## src/design/clni_pkg.sv

```systemverilog
// types, constants and the microcode table of the character lcd nibble interface
// used by every module of the block; depends on nothing
`default_nettype none

package clni_pkg;

  localparam int unsigned PC_W = 5;
  localparam logic [5:0] COUNT_MAX = 6'd63;

  localparam logic [15:0] WAIT_POWER_UP = 16'd40000;
  localparam logic [15:0] WAIT_FIRST_EXTRA = 16'd5000;
  localparam logic [15:0] WAIT_SECOND_EXTRA = 16'd105;

  localparam logic [5:0] RST_CHARS_PER_LINE = 6'd16;
  localparam logic [7:0] RST_SECOND_LINE_CMD = 8'hC0;
  localparam logic [9:0] RST_STROBE_SETTLE = 10'd100;
  localparam logic [13:0] RST_SLOW_WAIT = 14'd1700;

  typedef enum logic [2:0] {
    MODE_INIT  = 3'd0,
    MODE_CMD   = 3'd1,
    MODE_CLEAR = 3'd2,
    MODE_HOME  = 3'd3,
    MODE_TEXT  = 3'd4
  } mode_t;

  typedef enum logic [1:0] {
    REG_CHARS_PER_LINE = 2'd0,
    REG_SECOND_LINE    = 2'd1,
    REG_STROBE_SETTLE  = 2'd2,
    REG_SLOW_WAIT      = 2'd3
  } reg_idx_t;

  typedef enum logic [1:0] {
    BYTE_CONST = 2'd0,
    BYTE_INPUT = 2'd1,
    BYTE_SLC   = 2'd2
  } byte_src_t;

  typedef enum logic [2:0] {
    W_POWER_UP = 3'd0,
    W_SETTLE   = 3'd1,
    W_FIRST    = 3'd2,
    W_SECOND   = 3'd3,
    W_SLOW     = 3'd4
  } wait_sel_t;

  localparam logic [PC_W-1:0] PC_INIT  = 5'd0;
  localparam logic [PC_W-1:0] PC_CMD   = 5'd13;
  localparam logic [PC_W-1:0] PC_CLEAR = 5'd15;
  localparam logic [PC_W-1:0] PC_HOME  = 5'd17;
  localparam logic [PC_W-1:0] PC_TEXT  = 5'd19;
  localparam logic [PC_W-1:0] PC_CHAR  = 5'd22;
  localparam logic [PC_W-1:0] PC_LAST  = 5'd23;

  typedef struct packed {
    logic            emit;
    logic            strobe;
    logic            rs;
    byte_src_t       byte_src;
    logic [7:0]      const_byte;
    logic            nib_hi;
    wait_sel_t       wait_sel;
    logic            last;
    logic            skip;
    logic [PC_W-1:0] target;
  } ucode_t;

  typedef struct packed {
    logic [5:0]  chars_per_line;
    logic [7:0]  second_line_command;
    logic [9:0]  strobe_settle_us;
    logic [13:0] slow_command_wait_us;
  } cfg_t;

  typedef struct packed {
    logic       fire;
    ucode_t     word;
    logic [7:0] byte_value;
  } seq_ctrl_t;

  function automatic ucode_t ev(input logic strobe, input logic rs, input byte_src_t src,
                                input logic [7:0] cb, input logic hi, input wait_sel_t ws,
                                input logic last);
    ucode_t w;
    w.emit = 1'b1;
    w.strobe = strobe;
    w.rs = rs;
    w.byte_src = src;
    w.const_byte = cb;
    w.nib_hi = hi;
    w.wait_sel = ws;
    w.last = last;
    w.skip = 1'b0;
    w.target = '0;
    return w;
  endfunction

  function automatic ucode_t ucode_rom(input logic [PC_W-1:0] pc);
    ucode_t w;
    w = '0;
    case (pc)
      // power-up initialisation
      5'd0:  w = ev(1'b0, 1'b0, BYTE_CONST, 8'h00, 1'b0, W_POWER_UP, 1'b0);
      5'd1:  w = ev(1'b1, 1'b0, BYTE_CONST, 8'h03, 1'b0, W_FIRST, 1'b0);
      5'd2:  w = ev(1'b1, 1'b0, BYTE_CONST, 8'h03, 1'b0, W_SECOND, 1'b0);
      5'd3:  w = ev(1'b1, 1'b0, BYTE_CONST, 8'h03, 1'b0, W_SETTLE, 1'b0);
      5'd4:  w = ev(1'b1, 1'b0, BYTE_CONST, 8'h02, 1'b0, W_SETTLE, 1'b0);
      5'd5:  w = ev(1'b1, 1'b0, BYTE_CONST, 8'h28, 1'b1, W_SETTLE, 1'b0);
      5'd6:  w = ev(1'b1, 1'b0, BYTE_CONST, 8'h28, 1'b0, W_SETTLE, 1'b0);
      5'd7:  w = ev(1'b1, 1'b0, BYTE_CONST, 8'h0E, 1'b1, W_SETTLE, 1'b0);
      5'd8:  w = ev(1'b1, 1'b0, BYTE_CONST, 8'h0E, 1'b0, W_SETTLE, 1'b0);
      5'd9:  w = ev(1'b1, 1'b0, BYTE_CONST, 8'h01, 1'b1, W_SETTLE, 1'b0);
      5'd10: w = ev(1'b1, 1'b0, BYTE_CONST, 8'h01, 1'b0, W_SLOW, 1'b0);
      5'd11: w = ev(1'b1, 1'b0, BYTE_CONST, 8'h06, 1'b1, W_SETTLE, 1'b0);
      5'd12: w = ev(1'b1, 1'b0, BYTE_CONST, 8'h06, 1'b0, W_SETTLE, 1'b1);
      // raw command byte
      5'd13: w = ev(1'b1, 1'b0, BYTE_INPUT, 8'h00, 1'b1, W_SETTLE, 1'b0);
      5'd14: w = ev(1'b1, 1'b0, BYTE_INPUT, 8'h00, 1'b0, W_SETTLE, 1'b1);
      // clear and home
      5'd15: w = ev(1'b1, 1'b0, BYTE_CONST, 8'h01, 1'b1, W_SETTLE, 1'b0);
      5'd16: w = ev(1'b1, 1'b0, BYTE_CONST, 8'h01, 1'b0, W_SLOW, 1'b1);
      5'd17: w = ev(1'b1, 1'b0, BYTE_CONST, 8'h02, 1'b1, W_SETTLE, 1'b0);
      5'd18: w = ev(1'b1, 1'b0, BYTE_CONST, 8'h02, 1'b0, W_SLOW, 1'b1);
      // text: skip the line jump unless it is due
      5'd19: begin
        w.skip = 1'b1;
        w.target = PC_CHAR;
      end
      5'd20: w = ev(1'b1, 1'b0, BYTE_SLC, 8'h00, 1'b1, W_SETTLE, 1'b0);
      5'd21: w = ev(1'b1, 1'b0, BYTE_SLC, 8'h00, 1'b0, W_SETTLE, 1'b0);
      5'd22: w = ev(1'b1, 1'b1, BYTE_INPUT, 8'h00, 1'b1, W_SETTLE, 1'b0);
      5'd23: w = ev(1'b1, 1'b1, BYTE_INPUT, 8'h00, 1'b0, W_SETTLE, 1'b1);
      default: w = '0;
    endcase
    return w;
  endfunction

endpackage

`default_nettype wire

```

## src/design/clni_req_if.sv

```systemverilog
// request channel of the character lcd nibble interface
// standalone, no package use
`default_nettype none

interface clni_req_if;
  logic       valid;
  logic       ready;
  logic [2:0] mode;
  logic [7:0] byte_value;
  logic       start_of_text;

  modport source(output valid, mode, byte_value, start_of_text, input ready);
  modport sink(input valid, mode, byte_value, start_of_text, output ready);
endinterface

`default_nettype wire

```

## src/design/clni_evt_if.sv

```systemverilog
// pin event channel of the character lcd nibble interface
// standalone, no package use
`default_nettype none

interface clni_evt_if;
  logic        valid;
  logic        ready;
  logic        strobe_res;
  logic        reg_select;
  logic [3:0]  nibble;
  logic [15:0] wait_after_us;
  logic        last_event;

  modport source(output valid, strobe_res, reg_select, nibble, wait_after_us, last_event,
                 input ready);
  modport sink(input valid, strobe_res, reg_select, nibble, wait_after_us, last_event,
               output ready);
endinterface

`default_nettype wire

```

## src/design/clni_cfg_regs.sv

```systemverilog
// apb register bank holding line length, second line command and wait settings
// depends on clni_pkg
`default_nettype none

module clni_cfg_regs (
  input  wire logic         clk,
  input  wire logic         rst,
  input  wire logic         psel,
  input  wire logic         penable,
  input  wire logic         pwrite,
  input  wire logic [3:0]   paddr,
  input  wire logic [31:0]  pwdata,
  output logic [31:0]       prdata,
  output logic              pready,
  output clni_pkg::cfg_t    cfg
);

  logic            wr_en;
  clni_pkg::reg_idx_t idx;

  assign pready = 1'b1;
  assign wr_en = psel && penable && pwrite;
  assign idx = clni_pkg::reg_idx_t'(paddr[3:2]);

  always_ff @(posedge clk) begin
    if (rst) begin
      cfg.chars_per_line <= clni_pkg::RST_CHARS_PER_LINE;
      cfg.second_line_command <= clni_pkg::RST_SECOND_LINE_CMD;
      cfg.strobe_settle_us <= clni_pkg::RST_STROBE_SETTLE;
      cfg.slow_command_wait_us <= clni_pkg::RST_SLOW_WAIT;
    end else if (wr_en) begin
      case (idx)
        clni_pkg::REG_CHARS_PER_LINE: cfg.chars_per_line <= pwdata[5:0];
        clni_pkg::REG_SECOND_LINE:    cfg.second_line_command <= pwdata[7:0];
        clni_pkg::REG_STROBE_SETTLE:  cfg.strobe_settle_us <= pwdata[9:0];
        clni_pkg::REG_SLOW_WAIT:      cfg.slow_command_wait_us <= pwdata[13:0];
        default: ;
      endcase
    end
  end

  always_comb begin
    case (idx)
      clni_pkg::REG_CHARS_PER_LINE: prdata = {26'd0, cfg.chars_per_line};
      clni_pkg::REG_SECOND_LINE:    prdata = {24'd0, cfg.second_line_command};
      clni_pkg::REG_STROBE_SETTLE:  prdata = {22'd0, cfg.strobe_settle_us};
      clni_pkg::REG_SLOW_WAIT:      prdata = {18'd0, cfg.slow_command_wait_us};
      default:                      prdata = 32'd0;
    endcase
  end

endmodule

`default_nettype wire

```

## src/design/clni_sequencer.sv

```systemverilog
// microcode sequencer: request intake, step counter, character count and line jump flag
// depends on clni_pkg and clni_req_if
`default_nettype none

module clni_sequencer (
  input  wire logic               clk,
  input  wire logic               rst,
  clni_req_if.sink                req,
  input  wire logic [5:0]         chars_per_line,
  input  wire logic               stall,
  output clni_pkg::seq_ctrl_t     ctrl
);

  logic                      busy;
  logic [clni_pkg::PC_W-1:0] pc;
  logic [5:0]                char_count;
  logic [5:0]                count_eff;
  logic                      line_jump;
  logic [7:0]                byte_value;
  logic                      accept;
  logic                      known_mode;
  logic                      advance;
  clni_pkg::ucode_t          word;
  clni_pkg::mode_t           mode;
  logic [clni_pkg::PC_W-1:0] entry;

  assign req.ready = !busy && !rst;
  assign accept = req.valid && !busy;
  assign mode = clni_pkg::mode_t'(req.mode);
  assign count_eff = req.start_of_text ? 6'd0 : char_count;
  assign word = clni_pkg::ucode_rom(pc);
  assign advance = busy && !stall;

  always_comb begin
    known_mode = 1'b1;
    case (mode)
      clni_pkg::MODE_INIT:  entry = clni_pkg::PC_INIT;
      clni_pkg::MODE_CMD:   entry = clni_pkg::PC_CMD;
      clni_pkg::MODE_CLEAR: entry = clni_pkg::PC_CLEAR;
      clni_pkg::MODE_HOME:  entry = clni_pkg::PC_HOME;
      clni_pkg::MODE_TEXT:  entry = clni_pkg::PC_TEXT;
      default: begin
        entry = clni_pkg::PC_INIT;
        known_mode = 1'b0;
      end
    endcase
  end

  always_ff @(posedge clk) begin
    if (rst) begin
      busy <= 1'b0;
      pc <= clni_pkg::PC_INIT;
      char_count <= 6'd0;
      line_jump <= 1'b0;
    end else if (accept) begin
      if (known_mode) begin
        busy <= 1'b1;
        pc <= entry;
      end
      if (mode == clni_pkg::MODE_TEXT) begin
        line_jump <= (count_eff == chars_per_line) && (count_eff != clni_pkg::COUNT_MAX);
        if (count_eff != clni_pkg::COUNT_MAX) begin
          char_count <= count_eff + 6'd1;
        end else begin
          char_count <= count_eff;
        end
      end
    end else if (advance) begin
      if (word.skip && !line_jump) begin
        pc <= word.target;
      end else begin
        pc <= pc + clni_pkg::PC_W'(1);
      end
      if (word.last) begin
        busy <= 1'b0;
      end
    end
  end

  always_ff @(posedge clk) begin
    if (accept) begin
      byte_value <= req.byte_value;
    end
  end

  assign ctrl.fire = advance && word.emit;
  assign ctrl.word = word;
  assign ctrl.byte_value = byte_value;

  a_start_busy: assert property (@(posedge clk) disable iff (rst)
    accept && known_mode |=> busy)
    else $error("known request did not start the sequencer");

  a_bad_mode_count: assert property (@(posedge clk) disable iff (rst)
    accept && !known_mode |=> $stable(char_count) && !busy)
    else $error("undefined request changed state");

  a_busy_count: assert property (@(posedge clk) disable iff (rst)
    busy |=> $stable(char_count))
    else $error("character count moved during a run");

  a_pc_range: assert property (@(posedge clk) disable iff (rst)
    busy |-> pc <= clni_pkg::PC_LAST)
    else $error("step counter left the program");

endmodule

`default_nettype wire

```

## src/design/clni_datapath.sv

```systemverilog
// event datapath: byte and nibble select, wait adder and output register
// depends on clni_pkg and clni_evt_if
`default_nettype none

module clni_datapath (
  input  wire logic               clk,
  input  wire logic               rst,
  input  clni_pkg::seq_ctrl_t     ctrl,
  input  clni_pkg::cfg_t          cfg,
  output logic                    stall,
  clni_evt_if.source              evt
);

  logic [7:0]  sel_byte;
  logic [3:0]  nibble_next;
  logic [15:0] extra;
  logic [15:0] wait_next;
  logic [15:0] settle;

  assign settle = {6'd0, cfg.strobe_settle_us};
  assign stall = evt.valid && !evt.ready;

  always_comb begin
    case (ctrl.word.byte_src)
      clni_pkg::BYTE_CONST: sel_byte = ctrl.word.const_byte;
      clni_pkg::BYTE_INPUT: sel_byte = ctrl.byte_value;
      clni_pkg::BYTE_SLC:   sel_byte = cfg.second_line_command;
      default:              sel_byte = 8'd0;
    endcase
    nibble_next = ctrl.word.nib_hi ? sel_byte[7:4] : sel_byte[3:0];
  end

  always_comb begin
    case (ctrl.word.wait_sel)
      clni_pkg::W_FIRST:  extra = clni_pkg::WAIT_FIRST_EXTRA;
      clni_pkg::W_SECOND: extra = clni_pkg::WAIT_SECOND_EXTRA;
      clni_pkg::W_SLOW:   extra = {2'd0, cfg.slow_command_wait_us};
      default:            extra = 16'd0;
    endcase
    if (ctrl.word.wait_sel == clni_pkg::W_POWER_UP) begin
      wait_next = clni_pkg::WAIT_POWER_UP;
    end else begin
      wait_next = settle + extra;
    end
  end

  always_ff @(posedge clk) begin
    if (rst) begin
      evt.valid <= 1'b0;
    end else if (ctrl.fire) begin
      evt.valid <= 1'b1;
    end else if (evt.ready) begin
      evt.valid <= 1'b0;
    end
  end

  always_ff @(posedge clk) begin
    if (ctrl.fire) begin
      evt.strobe_res <= ctrl.word.strobe;
      evt.reg_select <= ctrl.word.rs;
      evt.nibble <= nibble_next;
      evt.wait_after_us <= wait_next;
      evt.last_event <= ctrl.word.last;
    end
  end

  a_no_overwrite: assert property (@(posedge clk) disable iff (rst)
    stall |-> !ctrl.fire)
    else $error("held event overwritten");

  a_pure_wait: assert property (@(posedge clk) disable iff (rst)
    evt.valid && !evt.strobe_res |-> !evt.reg_select && evt.nibble == 4'd0)
    else $error("pure wait event drives pins");

  a_hold_on_stall: assert property (@(posedge clk) disable iff (rst)
    stall |=> evt.valid && $stable(evt.wait_after_us))
    else $error("stalled event changed");

endmodule

`default_nettype wire

```

## src/design/char_lcd_nibble_interface_top.sv

```systemverilog
// character lcd 4-bit controller: one request in, a run of 2 to 13 pin events out
// the first event passes the step counter and the datapath output register; text first runs a skip step
// throughput: one event per cycle while the event channel is not stalled; a request holds the request
//   channel until its last event is issued, with the skip step added for text
// reset: synchronous rst restores register defaults, clears the character count,
//   the step counter and the event valid flag
`default_nettype none

module char_lcd_nibble_interface_top (
  input  wire logic        clk,
  input  wire logic        rst,
  clni_req_if.sink         req,
  clni_evt_if.source       evt,
  input  wire logic        psel,
  input  wire logic        penable,
  input  wire logic        pwrite,
  input  wire logic [3:0]  paddr,
  input  wire logic [31:0] pwdata,
  output logic [31:0]      prdata,
  output logic             pready
);

  clni_pkg::cfg_t      cfg;
  clni_pkg::seq_ctrl_t ctrl;
  logic                stall;

  clni_cfg_regs u_cfg (
    .clk     (clk),
    .rst     (rst),
    .psel    (psel),
    .penable (penable),
    .pwrite  (pwrite),
    .paddr   (paddr),
    .pwdata  (pwdata),
    .prdata  (prdata),
    .pready  (pready),
    .cfg     (cfg)
  );

  clni_sequencer u_seq (
    .clk            (clk),
    .rst            (rst),
    .req            (req),
    .chars_per_line (cfg.chars_per_line),
    .stall          (stall),
    .ctrl           (ctrl)
  );

  clni_datapath u_dp (
    .clk   (clk),
    .rst   (rst),
    .ctrl  (ctrl),
    .cfg   (cfg),
    .stall (stall),
    .evt   (evt)
  );

endmodule

`default_nettype wire
```

## src/flat_wrapper.sv

```systemverilog
// flat-port wrapper written by rule: the top's interface ports become plain ports
module char_lcd_nibble_interface_top_flat 
  (clk, rst, psel, penable, pwrite, paddr, pwdata, prdata, pready, req_valid, req_mode, req_byte_value, req_start_of_text, req_ready, evt_valid, evt_strobe_res, evt_reg_select, evt_nibble, evt_wait_after_us, evt_last_event, evt_ready);
  clni_req_if req_i ();
  clni_evt_if evt_i ();
  input  wire logic clk;
  input  wire logic rst;
  input  wire logic psel;
  input  wire logic penable;
  input  wire logic pwrite;
  input  wire logic [3:0] paddr;
  input  wire logic [31:0] pwdata;
  output logic [31:0] prdata;
  output logic pready;
  input wire logic [$bits(req_i.valid)-1:0] req_valid;
  input wire logic [$bits(req_i.mode)-1:0] req_mode;
  input wire logic [$bits(req_i.byte_value)-1:0] req_byte_value;
  input wire logic [$bits(req_i.start_of_text)-1:0] req_start_of_text;
  output wire logic [$bits(req_i.ready)-1:0] req_ready;
  output wire logic [$bits(evt_i.valid)-1:0] evt_valid;
  output wire logic [$bits(evt_i.strobe_res)-1:0] evt_strobe_res;
  output wire logic [$bits(evt_i.reg_select)-1:0] evt_reg_select;
  output wire logic [$bits(evt_i.nibble)-1:0] evt_nibble;
  output wire logic [$bits(evt_i.wait_after_us)-1:0] evt_wait_after_us;
  output wire logic [$bits(evt_i.last_event)-1:0] evt_last_event;
  input wire logic [$bits(evt_i.ready)-1:0] evt_ready;
  assign req_i.valid = req_valid;
  assign req_i.mode = req_mode;
  assign req_i.byte_value = req_byte_value;
  assign req_i.start_of_text = req_start_of_text;
  assign req_ready = req_i.ready;
  assign evt_valid = evt_i.valid;
  assign evt_strobe_res = evt_i.strobe_res;
  assign evt_reg_select = evt_i.reg_select;
  assign evt_nibble = evt_i.nibble;
  assign evt_wait_after_us = evt_i.wait_after_us;
  assign evt_last_event = evt_i.last_event;
  assign evt_i.ready = evt_ready;
  char_lcd_nibble_interface_top u_core (.clk(clk), .rst(rst), .req(req_i), .evt(evt_i), .psel(psel), .penable(penable), .pwrite(pwrite), .paddr(paddr), .pwdata(pwdata), .prdata(prdata), .pready(pready));
endmodule
```

## config.mk

```make
export PLATFORM = sky130hd
export DESIGN_NAME = char_lcd_nibble_interface_top_flat
export DESIGN_NICKNAME = d
export VERILOG_FILES = /design/src/design/clni_pkg.sv /design/src/design/clni_req_if.sv /design/src/design/clni_evt_if.sv /design/src/design/clni_cfg_regs.sv /design/src/design/clni_sequencer.sv /design/src/design/clni_datapath.sv /design/src/design/char_lcd_nibble_interface_top.sv /design/src/flat_wrapper.sv
export SDC_FILE = /design/constraint.sdc
export NUM_CORES = 1
export LEC_CHECK = 0
export ABC_CLOCK_PERIOD_IN_PS = 9680
export CAP_MARGIN = 20
export CORE_ASPECT_RATIO = 0.5
export CORE_UTILIZATION = 40
export CTS_CLUSTER_DIAMETER = 50
export CTS_CLUSTER_SIZE = 10
export DETAILED_ROUTE_END_ITERATION = 10
export DONT_BUFFER_PORTS = 1
export GPL_TIMING_DRIVEN = 0
export SLEW_MARGIN = 0
export SYNTH_ARGS = -nofsm -noshare
export SYNTH_HDL_FRONTEND = slang
export SYNTH_SLANG_ARGS = --single-unit
```

## constraint.sdc

```tcl
create_clock -name clk -period 9.68 [get_ports clk]
set_clock_uncertainty 0.15 [all_clocks]
set_input_delay 1.936 -clock clk [delete_from_list [all_inputs] [get_ports clk]]
set_output_delay 1.936 -clock clk [all_outputs]
set_load 0.01 [all_outputs]
```

* Yosys cells after proc, flatten, opt, wreduce, memory -nomap -nowiden
Index checks and enable logic that the tools add are counted.
Storage, ports and cells: output and inout port bits 58, bits in registers 83
Operators by class: reduce and logical (&&, ||, !) cells 31, add/subtract/negate cells 3, equality and inequality tests 38, multiplexer cells 20
Operators by type and width (number):
- $pmux 18 s22 | 1
- $pmux 32 s4 | 1
- $pmux 14 s3 | 1
- $eq 5x4->1 const B | 8
- $eq 5x5->1 const B | 8
- $pmux 8 s3 | 1
- $eq 5x3->1 const B | 4
- $mux 5 | 4
- $pmux 5 s4 | 1
- $mux 6 | 3
- $add 10x16->16 | 1
- $eq 3x2->1 const B | 4
- $reduce_and 2->1 | 6
- $eq 5x2->1 const B | 2
- $logic_and 1x1->1 | 9
- $mux 1 | 7
- $add 6x1->6 const B | 1
- $eq 2x2->1 const B | 3
- $eq 3x3->1 const B | 2
- $eq 6x6->1 | 1
- $logic_not 3->1 | 2
- $ne 6x6->1 const B | 1
- $reduce_bool 2->1 | 3
- $add 5x1->5 const B | 1
- other kinds (11) | 17

* Depth between registers and ports, before layout
depth after elaboration 6, depth in mapped cells 19, gate-level depth less buffers 17

* Cells and area by module
Synthesis repeated with hierarchy kept, for this count alone.
Unflattened totals: cells, all modules 605, area total of the unflattened synthesis 5420.2 um^2
By module, submodules not included:
- clni_cfg_regs | cells an instance 202, instances 1, sequential area each 760.7 um^2, area each 1973.1 um^2
- clni_datapath | cells an instance 186, instances 1, sequential area each 710.7 um^2, area each 1730.4 um^2
- clni_sequencer | cells an instance 217, instances 1, sequential area each 500.5 um^2, area each 1716.6 um^2

* Least setup slack after synthesis
No wires, ideal clock.
path type input-to-output, start input paddr[3], end output prdata[8], stages on the path 4, slack 4634 ps, buffers on the path 3, arrival 2960 ps, data required time 7594 ps, path through buf_2 clkbuf_1 clkbuf_1 nor2b_1
Between the ends: cells in the longest elaborated chain, start to end 2, elaborated cells on any way between the ends 5, classes of those cells eq/ne (3); mux (1); reduce/logical (1)
Ends and longest elaborated chain:
- from (decl) | RTL line flat_wrapper.sv:11 | input wire logic [3:0] paddr;
- $eq 2x2->1, or another cell as far along | RTL line clni_cfg_regs.sv:43 | case (idx)
- $pmux 32 s4 * | RTL line clni_cfg_regs.sv:43
- to (decl) | RTL line flat_wrapper.sv:13 | output logic [31:0] prdata;
Every way passes the cells marked *; elsewhere a longest branch is shown, timed or not. The select of a mux whose other input is x is not followed.

* Final worst setup path
start input paddr[3], end output prdata[9]
The elaborated chain is that of the path after synthesis.

==> results by stage <==
STA:
- The fraction of the cycle the final worst path needs is 56.0%.
- Setup repair after global routing left no endpoint under its margin.
- The relative max-transition margin is 36.3%.
- The count of final max-slew check failures was 0.
- The shortest period the worst path allows is 5.42 ns.
- The count of endpoints failing hold in the final timing report is 0.
- The transition time at the pin with the least slew margin is 0.954 ns.
- The maximum clock rate is about 180 MHz.
- The total negative setup slack is 0 ns.
- Setup violations remaining at the end of the flow were counted as 0.

Synthesis:
- After synthesis, flip-flops and latches occupy 38.8% of the total area.
- Synthesis produced 568 cells.
- In this run the biggest area consumer among cell types represents 20.5% of the synthesized area.
- Synthesis inferred 83 register bits.
- Yosys mapped the design onto 80 distinct sky130hd cell types.
- By area the synthesized netlist is led by dfxtp_1 20%, edfxtp_1 18%, nand2_1 5.8%, a21oi_1 4.2%, ha_1 3.9%.
- The cell area after technology mapping is around 0.005 mm².
- In the synthesized netlist the dominant register cell turns out to be dfxtp_1.
- The synthesized area per cell is 8.95 µm².
- The total of warnings raised by yosys is 0.
- Of all flip-flops after synthesis, the portion carrying an async set or reset was 0%.
- The number of synthesized flops with an enable pin is 31.
- The most area-hungry cell type in the Yosys netlist is dfxtp_1.

Power:
- For this design the ratio of total power to cell area is 164 mW/mm².
- The part of the power in the clock network is 40.6%.
- Summed over all cells, the static leakage comes to 2.11 nW.
- The proportion of power drawn by flip-flops and latches is a little over two fifths.
- Net switching is 28.0% of the power.
- Cell internal power was estimated by the tool at 672 µW.
- VDD sags by at most about 0.078 mV.
- The logic gate share of total power is 16.6%.
- The net switching power is 261 µW.

Critical path:
- The critical path capture point type is a primary output.
- For this run, the slowest stage of the critical path takes 0.41 ns.
- Of all nets on the critical path, the largest fanout is 10.
- The worst setup path is launched from an input port.
- The arrival time reported for the critical path endpoint is around 3.3 ns.
- STA puts the critical path data required time at 7.59 ns.
- By instance count, the cell type seen most on the critical path is clkbuf_1.
- The signal on the critical path passes through buf_2, clkbuf_1, clkbuf_1, nor2b_1.
- For this design, the slowest cell found on the critical path is clkbuf_1.
- The critical path in this run is classified as in -> out.

Drt:
- The routed wire length per instance is ~17 µm.
- Once detail routing completed, the nets flagged for antenna violations numbered 0.
- The final layout contains routed wiring with a total length of 13100 µm.
- The number of detailed-route iterations in the first pass is 5.
- The detailed router placed 4219 vias in this run.
- Using the TritonRoute via totals, the vias-per-cell ratio works out to 5.51.
- In the routed design, unresolved DRC markers number 0.
- The number of design-rule violations left by the first detailed-router iteration is 405.

CTS:
- In this run the clock root is driven by a clkbuf_16.
- The number of gates resized after CTS was 0.
- The H-tree was split into 3 levels.
- Counting every sink on the clock net gives 83.
- The clock latency of the later-clocked register in the worst-skew pair is 0.34 ns.
- The number of setup buffers added after CTS is 0.
- Clock-pin slew was measured on the worst setup and hold paths at 0.06 ns.
- Clock tree synthesis inserted a total of 9 buffers.
- The number of buffers inserted by hold repair at cts is 0.
- TritonCTS built the clock tree.
- The longest clock path from root to sink contains 2 buffers.

Die:
- Measured along the x axis, the die boundary spans 161 µm.
- Once the floorplan was initialized, standard cells occupied 42.1% of the core.
- The I/O pin count is between 100 and 150.
- In this run the core area contains 28 standard-cell rows.
- The floorplan step set the die height to slightly above 80 µm.
- The total die area is 0.0132 mm².
- The placeable core area is 0.0121 mm².

Flow run:
- Max-cap violations in this run came to 0.

Placement:
- The number of placed instances, taps included, is 750.
- The HPWL after detailed placement is 9900 µm.
- The count of buffers added on input and output ports is 0.
- The final RePlAce weighted congestion is ~0.9.

Cells and area:
- In the final layout, the share of cells above drive strength 1 is 12.5%.
- The leading cell type in the layout, fill and taps excluded is nand2_1.
- The finished layout holds 766 standard cells, fillers aside.
- The top cell types in the final layout, fill and taps aside, are 79 x nand2_1, 52 x nor2_1, 52 x dfxtp_1, 43 x a21oi_1, 31 x edfxtp_1.
- The signed area change from the synthesized netlist to the final layout is 11.7%.
- The area taken by flip-flops and latches is 0.00197 mm².
- The total number of nets in the final design is 668.
- In the final layout, the multi-input gates occupy 0.00277 mm².
- After filler insertion, the fill cell instance count of the layout stands at between 1000 and 1500.
- The number of antenna diodes in the final layout is 0.

Global route:
- Global routing used 20.4% of the available tracks across all layers.
- The largest net degree at the start of global routing is 24.
- The number of global-route vias before repair was roughly 3700.
- The initial antenna violation count is 0.
- The first global-routing pass estimated 20400 µm of wire.
- The aggregate global routing overflow is 0.

Hold path:
- The path type of the worst min-delay path is reg -> reg.

Status:
- The run finished with clean final reports.
## critical path, delay by kind of cell
| family | cells | cell delay, ns |
|---|---|---|
| and+or+nand+nor | 1 | 0.36 |
| buffers and inverters | 3 | 1.03 |
## power groups by stage
| stage | logic (mW) | registers, mW | clock network [mW] |
|---|---|---|---|
| finish | 0.155 | 0.400 | 0.378 |
| global route | 0.170 | 0.401 | 0.400 |
| CTS | 0.153 | 0.400 | 0.385 |
| detailed placement | 0.153 | 0.408 | 0 |
| global placement | 0.152 | 0.408 | 0 |
| floorplan | 0.120 | 0.404 | 0 |
## area by class of cell
| type | instances | area share, % |
|---|---|---|
| multi-input cells | 428 | 48.8 |
| well taps | 165 | 3.63 |
| clock buffers | 9 | 3.96 |
| plain buffers | 56 | 5.94 |
| flip-flops and latches | 83 | 34.7 |
| inverters | 18 | 1.19 |
| clock inverters | 7 | 1.78 |
## layer usage
metal | global-route usage (%) | up-vias | part of all wire (%)
li1 | - | 2044 | -
met1 | 27.8 | 2017 | 50
met2 | 32.8 | 144 | 44
met3 | 4.29 | 14 | 4.9
met4 | 5.66 | 0 | 1.3
met5 | 0 | - | 0
## worst paths after layout
| kind | startpoint | to | slack, ns | cells past startpoint |
|---|---|---|---|---|
| max | paddr[3] | prdata[9] | 4.26 | 4 |
| min | u_core.u_seq.line_jump | u_core.u_seq.line_jump | 0.31 | 2 |
| max reg2reg | u_core.u_seq.pc[3] | u_core.u_dp.evt.wait_after_us[12] | 4.82 | 19 |
| min reg2reg | u_core.u_seq.line_jump | u_core.u_seq.line_jump | 0.31 | 2 |
## synthesized netlist by cell type (4+ instances only)
cell,count
ha_1,16
inv_1,18
xnor2_1,11
mux4_2,6
nor2b_1,12
mux2i_1,16
o21ai_0,18
dfxtp_1,52
nor3_1,10
o21ai_1,4
nor2_1,52
nand3_1,17
nand2_1,79
a21oi_1,43
nand2b_1,8
and3_1,7
a31oi_1,7
o32ai_1,5
a211o_1,4
nand3b_1,10
or3_1,4
buf_4,22
edfxtp_1,31
buf_6,5
and2_1,7
clkbuf_1,24
## metrics by stage
step           area (µm²)  worst slack (ns)  util (%)  hold slack, ns  total power, mW
2_1_floorplan        5150              4.63         -           0.278            0.524
3_3_place_gp         5360              4.25      44.3           0.295            0.560
3_5_place_dp         5360              4.26      44.3           0.305            0.561
4_1_cts              5680              4.25      47.0           0.313            0.939
5_1_grt              5680              4.16      47.0           0.336            0.971
6_report             5680              4.26      47.0           0.308            0.933
## sequential cells by signal, summed over array words and instances, names as in the netlist
register,flops
u_core.u_seq.line_jump,1
u_core.u_seq.char_count,6
u_core.u_seq.pc,5
u_core.u_dp.evt.nibble,4
u_core.u_dp.evt.strobe_res,1
u_core.u_seq.byte_value,8
u_core.u_dp.evt.valid,1
u_core.u_dp.evt.last_event,1
u_core.u_cfg.cfg,38
u_core.u_dp.evt.reg_select,1
u_core.u_dp.evt.wait_after_us,16
u_core.u_seq.busy,1
## logic make-up (layout without fill, tap and decap cells)
family,after synthesis,after routing,synth area share [%]
compound gates,128,128,17.8
xor+xnor,13,13,2.39
fa+ha+maj,17,17,4.33
buf+inv,74,90,7.97
flops,83,83,38.8
mux,24,24,6.25
other cells,2,19,0.148
simple gates,227,227,22.3
Power figures use the tool's default switching activity.
